### src/design/bemf_commutation_period_filter_macros.svh
// ---------------------------------------------------------------------------
// bemf commutation period filter assertion macros
// shared concurrent assertion forms for the period filter block
// ---------------------------------------------------------------------------
`ifndef BEMF_COMMUTATION_PERIOD_FILTER_MACROS_SVH
`define BEMF_COMMUTATION_PERIOD_FILTER_MACROS_SVH

// same-cycle implication, checked outside reset
`define BCPF_ASSERT_SAME(label, clk, rst, ante, cons, msg) \
   label: assert property (@(posedge clk) disable iff (rst) (ante) |-> (cons)) \
      else $error(msg);

// next-cycle implication, checked outside reset
`define BCPF_ASSERT_NEXT(label, clk, rst, ante, cons, msg) \
   label: assert property (@(posedge clk) disable iff (rst) (ante) |=> (cons)) \
      else $error(msg);

`endif

### src/design/bcpf_pkg.sv
// ---------------------------------------------------------------------------
// bcpf package
// types and constants of the back-emf commutation period filter
// ---------------------------------------------------------------------------
package bcpf_pkg;

   localparam int unsigned STEP_SHIFT        = 1;
   localparam int unsigned READY_COUNT_DEF   = 20;
   localparam logic [15:0] GAP_LIMIT         = 16'd64535;
   localparam int unsigned CSR_INDEX_W       = 2;
   localparam int unsigned CSR_DATA_W        = 16;

   localparam logic [CSR_INDEX_W-1:0] CSR_TIMING_ADVANCE = 2'd0;
   localparam logic [CSR_INDEX_W-1:0] CSR_FILTER_POLE    = 2'd1;
   localparam logic [CSR_INDEX_W-1:0] CSR_LOOP_ENABLE    = 2'd2;

   typedef struct packed {
      logic [15:0] capture_now;
      logic [15:0] capture_before;
      logic [7:0]  overflow_count;
   } req_item_type;

   typedef struct packed {
      logic [15:0] period;
      logic        gap_valid;
      logic        lock_ready;
      logic        commutate;
   } rsp_item_type;

   // divider status toward the sequencer
   typedef struct packed {
      logic busy;
      logic done;
   } div_status_type;

endpackage

### src/design/bcpf_div.sv
// ---------------------------------------------------------------------------
// bcpf divider
// restoring divider, one quotient bit per cycle, 16-bit quotient
// ---------------------------------------------------------------------------
module bcpf_div (
   input  logic                    clock,
   input  logic                    reset,
   input  logic                    start,
   input  logic [31:0]             dividend,
   input  logic [16:0]             divisor,
   output bcpf_pkg::div_status_type status,
   output logic [15:0]             quotient
);
   import bcpf_pkg::*;

   logic [16:0] rem_ff, rem_in;
   logic [15:0] q_ff, q_in;
   logic [16:0] div_ff;
   logic [3:0]  count_ff;
   logic        busy_ff;
   logic        done_ff;
   logic [17:0] shifted;
   logic [17:0] trial;

   // caller guarantees dividend[31:16] < divisor, so 16 steps suffice
   always_comb begin
      shifted = {rem_ff, q_ff[15]};
      trial   = shifted - {1'b0, div_ff};
      if (!trial[17]) begin
         rem_in = trial[16:0];
      end else begin
         rem_in = shifted[16:0];
      end
      q_in = {q_ff[14:0], ~trial[17]};
   end

   always_ff @(posedge clock) begin
      if (reset) begin
         busy_ff  <= 1'b0;
         done_ff  <= 1'b0;
         count_ff <= '0;
      end else begin
         if (start) begin
            busy_ff  <= 1'b1;
            done_ff  <= 1'b0;
            count_ff <= '1;
            rem_ff   <= {1'b0, dividend[31:16]};
            q_ff     <= dividend[15:0];
            div_ff   <= divisor;
         end else if (busy_ff) begin
            rem_ff   <= rem_in;
            q_ff     <= q_in;
            count_ff <= count_ff - 4'd1;
            done_ff  <= (count_ff == '0);
            if (count_ff == '0) begin
               busy_ff <= 1'b0;
            end
         end else begin
            done_ff <= 1'b0;
         end
      end
   end

   assign status.busy = busy_ff;
   assign status.done = done_ff;
   assign quotient    = q_ff;

endmodule

### src/design/bemf_commutation_period_filter.sv
// ---------------------------------------------------------------------------
// bemf commutation period filter
// range check and iir smoothing of back-emf zero-crossing gaps
// ---------------------------------------------------------------------------
// Each item is one zero-crossing event (two 16-bit timer captures and the
// overflow count between them). A valid event folds half the sum of its
// gap and the signed advance (a quarter with a step shift of two) into the
// stored period as (period*pole + x)/(pole+1); an invalid event keeps the
// period and clears the lock run. One result item leaves per event. The
// block handles one event at a time: a valid event passes through the
// multiply step, the divider load step, 16 restoring divider steps of one
// quotient bit each, the period update on divider done and the step that
// registers the result before req_ready returns; a rejected event goes
// straight to the result register step. The result sits in an output
// register, and req_ready stays low until the event is finished and its
// result is registered; an event that finishes while the previous result
// is still waiting holds in its last state until that result is taken.
// Configuration registers are written through csr_we/csr_index/csr_wdata;
// the user must write them only while the block is idle, which the block
// itself does not enforce; index 3 is ignored.
// ---------------------------------------------------------------------------
module bemf_commutation_period_filter #(
   parameter int unsigned READY_COUNT = bcpf_pkg::READY_COUNT_DEF
) (
   input  logic                                 clock,
   input  logic                                 reset,
   // event input
   input  logic                                 req_valid,
   output logic                                 req_ready,
   input  bcpf_pkg::req_item_type               req_item,
   // result output
   output logic                                 rsp_valid,
   input  logic                                 rsp_ready,
   output bcpf_pkg::rsp_item_type               rsp_item,
   // configuration
   input  logic                                 csr_we,
   input  logic [bcpf_pkg::CSR_INDEX_W-1:0]     csr_index,
   input  logic [bcpf_pkg::CSR_DATA_W-1:0]      csr_wdata
);
   import bcpf_pkg::*;

   localparam int unsigned RUN_W = $clog2(READY_COUNT + 1);
   localparam logic [RUN_W-1:0] RUN_MAX = RUN_W'(READY_COUNT);

   typedef enum logic [2:0] {
      S_IDLE,
      S_MUL,
      S_LOAD,
      S_DIV,
      S_DONE
   } state_type;

   state_type state_ff;

   // configuration
   logic [15:0] advance_ff;
   logic [15:0] pole_ff;
   logic        loop_enable_ff;

   // filter state
   logic [15:0]      period_ff;
   logic [RUN_W-1:0] run_ff;

   // per-event working registers
   logic [15:0] x_ff;
   logic        valid_ff;
   logic [31:0] prod_ff;

   // result register
   logic         rsp_valid_ff;
   rsp_item_type rsp_ff;

   // event checks and blend input
   logic        req_fire;
   logic [15:0] gap;
   logic        ev_valid;
   logic [17:0] sum;
   logic [15:0] x_in;
   logic [31:0] mult_res;
   logic [31:0] acc;
   logic [16:0] divisor;
   logic        div_start;
   logic [15:0] quotient;
   logic        rsp_free;
   logic [RUN_W-1:0] run_in;

   div_status_type div_status;

   assign req_fire = req_valid && req_ready;
   assign req_ready = (state_ff == S_IDLE);
   assign rsp_free = !rsp_valid_ff || rsp_ready;

   // wrapped gap and range checks
   always_comb begin
      gap = req_item.capture_now - req_item.capture_before;
      ev_valid = 1'b1;
      if (req_item.overflow_count > 8'd1) begin
         ev_valid = 1'b0;
      end
      if (req_item.overflow_count == 8'd1 &&
          req_item.capture_now > req_item.capture_before) begin
         ev_valid = 1'b0;
      end
      if (gap > GAP_LIMIT) begin
         ev_valid = 1'b0;
      end
   end

   // gap plus signed advance, negative clamps to zero, then the step shift
   always_comb begin
      sum = {2'b00, gap} + {{2{advance_ff[15]}}, advance_ff};
      if (sum[17]) begin
         x_in = '0;
      end else begin
         x_in = 16'(sum[16:0] >> STEP_SHIFT);
      end
   end

   // product fits 32 bits and the sum with x never carries out
   assign mult_res  = period_ff * pole_ff;
   assign acc       = prod_ff + {16'd0, x_ff};
   assign divisor   = {1'b0, pole_ff} + 17'd1;
   assign div_start = (state_ff == S_LOAD);

   // lock run counter, saturating
   assign run_in = (run_ff < RUN_MAX) ? run_ff + RUN_W'(1) : run_ff;

   bcpf_div u_div (
      .clock    (clock),
      .reset    (reset),
      .start    (div_start),
      .dividend (acc),
      .divisor  (divisor),
      .status   (div_status),
      .quotient (quotient)
   );

   // configuration registers
   always_ff @(posedge clock) begin
      if (reset) begin
         advance_ff     <= '0;
         pole_ff        <= '0;
         loop_enable_ff <= 1'b0;
      end else if (csr_we) begin
         case (csr_index)
            CSR_TIMING_ADVANCE: advance_ff     <= csr_wdata;
            CSR_FILTER_POLE:    pole_ff        <= csr_wdata;
            CSR_LOOP_ENABLE:    loop_enable_ff <= csr_wdata[0];
            default: ;
         endcase
      end
   end

   // sequencer, filter state and result register
   always_ff @(posedge clock) begin
      if (reset) begin
         state_ff     <= S_IDLE;
         period_ff    <= '0;
         run_ff       <= '0;
         valid_ff     <= 1'b0;
         rsp_valid_ff <= 1'b0;
      end else begin
         // result taken; a new one loaded in S_DONE overrides this
         if (rsp_valid_ff && rsp_ready && state_ff != S_DONE) begin
            rsp_valid_ff <= 1'b0;
         end
         case (state_ff)
            S_IDLE: begin
               if (req_fire) begin
                  valid_ff <= ev_valid;
                  x_ff     <= x_in;
                  if (ev_valid) begin
                     state_ff <= S_MUL;
                  end else begin
                     // rejected event: period held, lock run restarts
                     run_ff   <= '0;
                     state_ff <= S_DONE;
                  end
               end
            end
            S_MUL: begin
               prod_ff  <= mult_res;
               state_ff <= S_LOAD;
            end
            S_LOAD: begin
               // divider takes the blend sum this cycle
               state_ff <= S_DIV;
            end
            S_DIV: begin
               if (div_status.done) begin
                  period_ff <= quotient;
                  run_ff    <= run_in;
                  state_ff  <= S_DONE;
               end
            end
            S_DONE: begin
               // wait for the output register to drain
               if (rsp_free) begin
                  rsp_valid_ff         <= 1'b1;
                  rsp_ff.period        <= period_ff;
                  rsp_ff.gap_valid     <= valid_ff;
                  rsp_ff.lock_ready    <= valid_ff && (run_ff >= RUN_MAX);
                  rsp_ff.commutate     <= loop_enable_ff;
                  state_ff             <= S_IDLE;
               end
            end
            default: begin
               state_ff <= S_IDLE;
            end
         endcase
      end
   end

   assign rsp_valid = rsp_valid_ff;
   assign rsp_item  = rsp_ff;

   `include "bemf_commutation_period_filter_macros.svh"

   // an accepted event keeps the block busy on the next cycle
   `BCPF_ASSERT_NEXT(a_busy_after_accept, clock, reset, req_fire, !req_ready, "ready after accept")
   // lock is only reported on a valid event
   `BCPF_ASSERT_SAME(a_lock_needs_valid, clock, reset, rsp_valid_ff && rsp_ff.lock_ready, rsp_ff.gap_valid, "lock on invalid event")
   // run counter saturates at its limit
   `BCPF_ASSERT_SAME(a_run_bounded, clock, reset, 1'b1, run_ff <= RUN_MAX, "run count beyond limit")
   // divider only runs while the sequencer waits on it
   `BCPF_ASSERT_SAME(a_div_in_div, clock, reset, div_status.busy, state_ff == S_DIV, "divider busy outside divide")

endmodule
### config.mk
export PLATFORM = sky130hd
export DESIGN_NAME = bemf_commutation_period_filter
export DESIGN_NICKNAME = d
export VERILOG_FILES = /design/src/design/bcpf_pkg.sv /design/src/design/bcpf_div.sv /design/src/design/bemf_commutation_period_filter.sv
export VERILOG_INCLUDE_DIRS = /design/src /design/src/design
export SDC_FILE = /design/constraint.sdc
export NUM_CORES = 1
export LEC_CHECK = 0
export ABC_AREA = 1
export ABC_CLOCK_PERIOD_IN_PS = 6300
export BUFFER_PORTS_ARGS = -buffer_cell sky130_fd_sc_hd__buf_2
export CAP_MARGIN = 10
export CORE_ASPECT_RATIO = 1.1
export CORE_MARGIN = 8
export CORE_UTILIZATION = 30
export DETAILED_ROUTE_END_ITERATION = 12
export PLACE_DENSITY = 0.51
export SLEW_MARGIN = 25
export SYNTH_ARGS = -nofsm -noshare
export SYNTH_HDL_FRONTEND = slang
export SYNTH_HIERARCHICAL = 1
export SYNTH_SLANG_ARGS = --single-unit
### constraint.sdc
create_clock -name clock -period 6.3 [get_ports clock]
set_input_delay 0.315 -clock clock [delete_from_list [all_inputs] [get_ports clock]]
set_output_delay 0.315 -clock clock [all_outputs]
set_load 0.02 [all_outputs]
After elaboration in Yosys (flattened, before gate mapping):

Index checks and enable logic that the tools add are counted.

* bits in registers: 182
* bits of input ports: 63
* output and inout port bits: 21
* word-level logic and storage cells: 101

* add/subtract/negate cells: 7
* multiply operators: 1
* order comparisons: 5
* equal/unequal tests: 13
* multiplexer cells: 26
* bitwise operators: 3
* reduce and logical (&&, ||, !) cells: 25

Operators by type and width (count)
* 2-to-1 mux 16 bit: 3
* 2-to-1 mux 17 bit: 2
* adder 32 x 16 -> 32 bit: 1
* multiplier 16 x 16 -> 32 bit: 1
* 2-to-1 mux 5 bit: 4
* adder 17 x 16 -> 18 bit: 1
* subtractor 18 x 17 -> 18 bit: 1
* adder 16 x 1 -> 17 bit, second input constant: 1
* > comparator 16 bit: 1
* > comparator 16 bit, second input constant: 1
* AND reduction 2 bit: 8
* subtractor 16 bit: 1
* one-hot mux 3 bit (5 select lines): 1
* 2-to-1 mux 3 bit: 4
* one-hot mux 5 bit (2 select lines): 1
* 2-to-1 mux 1 bit: 9
* AND reduction 3 bit: 3
* equality test 8 x 1 -> 1 bit, second input constant: 1
* > comparator 8 x 1 -> 1 bit, second input constant: 1
* 2-to-1 mux 4 bit: 2
* equality test 3 x 2 -> 1 bit, second input constant: 2
* inequality test 2 bit, second input constant: 3
* adder 5 x 1 -> 5 bit, second input constant: 1
* >= comparator 5 bit, second input constant: 1
* 18 further kinds: 26

Depth between registers and ports, before layout:

* word-level depth: 7
* mapped depth: 28
* gate-level depth less buffers: 26

Hierarchy:

Netlist, hierarchy kept.

By module, submodules not included
* bemf_commutation_period_filter: times used 1, cells an instance 2116, area an instance 16365.7 sq um, seq. area each 3193.1 sq um
* bcpf_div: times used 1, cells an instance 485, area an instance 3753.6 sq um, seq. area each 1621.6 sq um

Least setup slack after synthesis:

OpenSTA, ideal clock, no wires.

* path kind: reg2reg
* start point: register pole_ff[2]
* end point: register prod_ff[26] (data pin)
* data arrival time: 5.474 ns
* data required time: 6.035 ns
* setup slack: 0.561 ns
* stages on the path, launching flop included: 21
* path buffers: 2
* path through: dfxtp_1 > clkbuf_1 > clkbuf_1 > nand2_1 > fa_1 > fa_1 > fa_1 > fa_1 > inv_1 > fa_1 > inv_1 > fa_1 > inv_1 > ha_1 > a21oi_1 > o21ai_0 > a21o_1 > a21o_1 > a21oi_1 > o21ai_0 > xor2_1

* cells in the longest elaborated chain, start to end: 1

Ends and longest elaborated chain
* start, declared: RTL line bemf_commutation_period_filter.sv:57 `logic [15:0] pole_ff;`
* start signal, assigned: RTL line bemf_commutation_period_filter.sv:147 `CSR_FILTER_POLE: pole_ff <= csr_wdata;`
* multiplier 16 x 16 -> 32 bit: RTL line bemf_commutation_period_filter.sv:120 `assign mult_res = period_ff * pole_ff;`
* named net mult_res[26]: RTL line bemf_commutation_period_filter.sv:79 `logic [31:0] mult_res;`
* end signal, assigned: RTL line bemf_commutation_period_filter.sv:182 `prod_ff <= mult_res;`
* end, declared: RTL line bemf_commutation_period_filter.sv:67 `logic [31:0] prod_ff;`

The timed path passes the listed nets, and every way through them passes these cells.
A chain may end at the register's enable or synchronous reset.

Worst setup path after layout:

* start point: register period_ff[7]
* end point: register prod_ff[24] (data pin)

* cells in the longest elaborated chain, start to end: 1

Ends and longest elaborated chain
* start, declared: RTL line bemf_commutation_period_filter.sv:61 `logic [15:0] period_ff;`
* start signal, assigned: RTL line bemf_commutation_period_filter.sv:191 `period_ff <= quotient;`
* multiplier 16 x 16 -> 32 bit: RTL line bemf_commutation_period_filter.sv:120
* named net mult_res[24]: RTL line bemf_commutation_period_filter.sv:79

The timed path passes the listed nets, and every way through them passes these cells.

==> impl_metrics.prom <==
# TYPE chip_impl_metric gauge
chip_impl_metric{name="worst_path_largest_cell_delay",unit="ns"} 0.56
chip_impl_info{name="critical_path.reg2reg.startpoint",value="period_ff[7]"} 1
chip_impl_metric{name="finalCritPeriodShare",unit="%"} 95.1
chip_impl_metric{name="met2WireLength",unit="mm"} 27.3
chip_impl_metric{name="floorplan.initialDensity",unit="%"} 30.3
chip_impl_info{name="clock_tree_root_driver_cell",value="sky130_fd_sc_hd__clkbuf_16"} 1
chip_impl_metric{name="layoutNonFillerInstCount",unit=""} 3537
chip_impl_metric{name="portBuffers",unit=""} 83
chip_impl_info{name="critPathLaunchType",value="flop"} 1
chip_impl_metric{name="grt_antenna_before_repair",unit=""} 1
chip_impl_info{name="cp_endpoint",value="prod_ff[24]"} 1
chip_impl_metric{name="final_cell_area",unit="µm²"} 22300
chip_impl_metric{name="ant_nets",unit=""} 0
chip_impl_metric{name="worstPathMaxFanout",unit=""} 11
chip_impl_metric{name="clock_path_buffers",unit=""} 2
chip_impl_metric{name="placed_area",unit="µm²"} 21700
chip_impl_metric{name="std_cell_rows",unit=""} 99
chip_impl_metric{name="max-vdd-ir-drop",unit="µV"} 135
chip_impl_metric{name="floorplan.die_area",unit="µm²"} 75600
chip_impl_metric{name="track_usage",unit="%"} 15.3
chip_impl_metric{name="hold_viol",unit=""} 0
chip_impl_metric{name="grt_pass1_vias",unit=""} 16500
chip_impl_metric{name="die_height",unit="µm"} 288
chip_impl_metric{name="post-place-cells",unit=""} 3504
chip_impl_info{name="timing.critical_path.from",value="period_ff[7]"} 1
chip_impl_info{name="clock_tree_from_tritoncts",value="done"} 1
chip_impl_info{name="reg2reg_to",value="prod_ff[24]"} 1
chip_impl_metric{name="routed_wl",unit="mm"} 56.6
chip_impl_metric{name="grt_first_pass_wirelength",unit="mm"} 91.7
chip_impl_metric{name="dp_hpwl",unit="mm"} 47.7
chip_impl_info{name="final_common_cell",value="sky130_fd_sc_hd__nand2_1"} 1
chip_impl_metric{name="worst_pin_slew",unit="ns"} 0.960
chip_impl_info{name="final_cell_mix",value="666 x sky130_fd_sc_hd__nand2_1, 566 x sky130_fd_sc_hd__inv_1, 198 x sky130_fd_sc_hd__fa_1, 173 x sky130_fd_sc_hd__ha_1, 152 x sky130_fd_sc_hd__nor2_1"} 1
chip_impl_metric{name="grt.overflow.total",unit=""} 0
chip_impl_metric{name="synthesis.yosys.warnings",unit=""} 6
chip_impl_info{name="worstPathCellList",value="buf_4 -> nand2_1 -> fa_1 -> inv_1 -> fa_1 -> inv_1 -> fa_1 -> inv_1 -> fa_1 -> fa_1 -> inv_1 -> fa_1 -> inv_1 -> ha_1 -> nand2_1 -> o21ai_0 -> a21oi_1 -> o21ai_0 -> a21oi_1 -> xnor2_1"} 1
chip_impl_metric{name="areal_power_density_over_the_cells",unit="nW/µm²"} 132
chip_impl_metric{name="critical_path.n_buffers_inverters",unit=""} 6
chip_impl_metric{name="postSynthNetCount",unit=""} 3034
chip_impl_metric{name="worst-r2r-cell-count",unit=""} 20
chip_impl_metric{name="cts-buffers-inserted",unit=""} 17
chip_impl_metric{name="detail_route.vias_per_cell",unit=""} 4.53
chip_impl_metric{name="routabilityCongestion",unit=""} 0.897
chip_impl_metric{name="clock-sinks",unit=""} 182
chip_impl_metric{name="first_pass_iters",unit=""} 6
chip_impl_metric{name="final.setup.tns",unit="ns"} 0
chip_impl_metric{name="post_route_cells_drive_above_1_share",unit="%"} 9.30
chip_impl_metric{name="grt_start_max_net_pins",unit=""} 39
chip_impl_metric{name="timing.max_cap.violations",unit=""} 0
chip_impl_metric{name="finalCriticalPeriod",unit="ns"} 5.99
chip_impl_metric{name="clock-skew-final",unit="ns"} 0.0133
chip_impl_metric{name="vias",unit=""} 16000
chip_impl_metric{name="maxSlewHeadroom",unit="%"} 35.8
chip_impl_info{name="path_common_cell",value="sky130_fd_sc_hd__fa_1"} 1
chip_impl_metric{name="finalNetCount",unit=""} 3099
chip_impl_metric{name="placeable_core_region",unit="µm²"} 66400
chip_impl_info{name="setup.worst_path.end_class",value="flop"} 1
chip_impl_info{name="critical_path.slowest_cell",value="sky130_fd_sc_hd__dfxtp_1"} 1
chip_impl_metric{name="layout_overhead_on_the_synthesized_area",unit="%"} 10.8
chip_impl_metric{name="met3WireLength",unit="mm"} 1.74
chip_impl_metric{name="cp.arrival",unit="ns"} 6.20
chip_impl_metric{name="ctsHtreeMaxLevel",unit=""} 4
chip_impl_metric{name="drt_drc_violations_left",unit=""} 0
chip_impl_metric{name="ios",unit=""} 84
chip_impl_info{name="crit_family",value="adder cells"} 1
chip_impl_metric{name="worst-r2r-setup-slack",unit="ns"} 0.31
chip_impl_metric{name="report.final.slew_viol_count",unit=""} 0
chip_impl_metric{name="crit_cells",unit=""} 20
chip_impl_metric{name="cts_hold_repair.buffers",unit=""} 0
chip_impl_metric{name="post_drt_wl_per_cell",unit="µm"} 16.0
chip_impl_info{name="rsz0062_at_grt",value="false"} 1
chip_impl_metric{name="clk_pin_slew_worst_paths",unit="ns"} 0.08
chip_impl_info{name="timing_worst_setup_path_type",value="flop to flop"} 1
chip_impl_metric{name="insertion_delay",unit="ns"} 0.45
chip_impl_metric{name="die_width",unit="µm"} 263
chip_impl_info{name="route.top_layer_used",value="met4"} 1
chip_impl_metric{name="worstPathRequired",unit="ns"} 6.51
chip_impl_metric{name="cellLeakagePower",unit="nW"} 11.9
chip_impl_metric{name="synth.avg_cell_area",unit="µm²"} 7.74
chip_impl_info{name="worst_hold_path_type",value="input port to flop"} 1
chip_impl_metric{name="setup_violations",unit=""} 0
chip_impl_metric{name="netlist_area",unit="µm²"} 20100
chip_impl_metric{name="postSynthCellCount",unit=""} 2600
chip_impl_metric{name="power",unit="mW"} 2.94
chip_impl_info{name="outcome",value="finished, final reports clean"} 1
chip_impl_metric{name="wirelength_met1",unit="mm"} 25.6
chip_impl_metric{name="violation_count_after_the_first_detailed_routing_iteration",unit=""} 850
chip_impl_metric{name="max_freq",unit="GHz"} 0.167
==> registers in the layout (all words and copies together) (netlist names) <==
signal	cells
period_ff	16
prod_ff	32
u_div/rem_ff	17
pole_ff	16
loop_enable_ff	1
u_div/busy_ff	1
u_div/div_ff	17
state_ff	3
rsp_valid	1
advance_ff	16
x_ff	16
rsp_item	19
u_div/done_ff	1
u_div/quotient	16
u_div/count_ff	4
valid_ff	1
run_ff	5
==> metrics by stage <==
stage	setup slack, ns	hold WS, ns	util, %
4_1_cts	0.304	0.0949	33.5
2_1_floorplan	0.561	0.384	-
5_1_grt	0.0277	0.145	33.6
3_5_place_dp	0.329	0.421	32.6
6_report	0.307	0.125	33.6
3_3_place_gp	0.292	0.416	32.6
==> layout make-up <==
| cell class | count | area, µm² |
|---|---|---|
| Fill cell | 7138 | 44100 |
| Timing Repair Buffer | 139 | 848 |
| Sequential cell | 182 | 4820 |
| Clock inverter | 10 | 130 |
| Antenna cell | 1 | 2.50 |
| Tap cell | 858 | 1070 |
| Inverter | 576 | 2160 |
| Multi-Input combinational cell | 1749 | 12800 |
| Clock buffer | 22 | 475 |
==> where the power goes <==
part | internal [mW] | switching (mW) | total [mW] | leakage, nW
combinational | 0.167 | 0.298 | 0.465 | 10.0
clock | 0.630 | 0.512 | 1.14 | 0.297
sequential | 1.30 | 0.0341 | 1.33 | 1.61
total | 2.10 | 0.844 | 2.94 | 11.9
==> tightest hold or removal path: cells and delay by family <==
kind	cells	cell delay, ns
AND/OR/NAND/NOR	2	0.13
buffers and inverters	1	0.09
==> how the worst min path moves through the flow <==
stage | start | end | slack, ns | cells past startpoint
2_1_floorplan | reset | u_div/count_ff[0] | 0.38 | 1
3_3_place_gp | loop_enable_ff | rsp_item[0] | 0.42 | 0
3_5_place_dp | loop_enable_ff | rsp_item[0] | 0.42 | 0
4_1_cts | csr_wdata[11] | pole_ff[11] | 0.09 | 3
5_1_grt | csr_wdata[11] | advance_ff[11] | 0.15 | 3
6_report | csr_wdata[11] | pole_ff[11] | 0.12 | 3
==> routing by layer <==
metal	global-route usage (%)	up-vias
met5	0	-
met2	26.8	264
met3	1.50	70
met1	19.5	7606
met4	5.59	0
li1	-	8072
==> repair_timing <==
item                       in CTS  in global routing
resized for setup               0                  4
setup endpoints to repair       0                  4
setup buffers                   0                  0
Power figures use the tool's default switching activity.
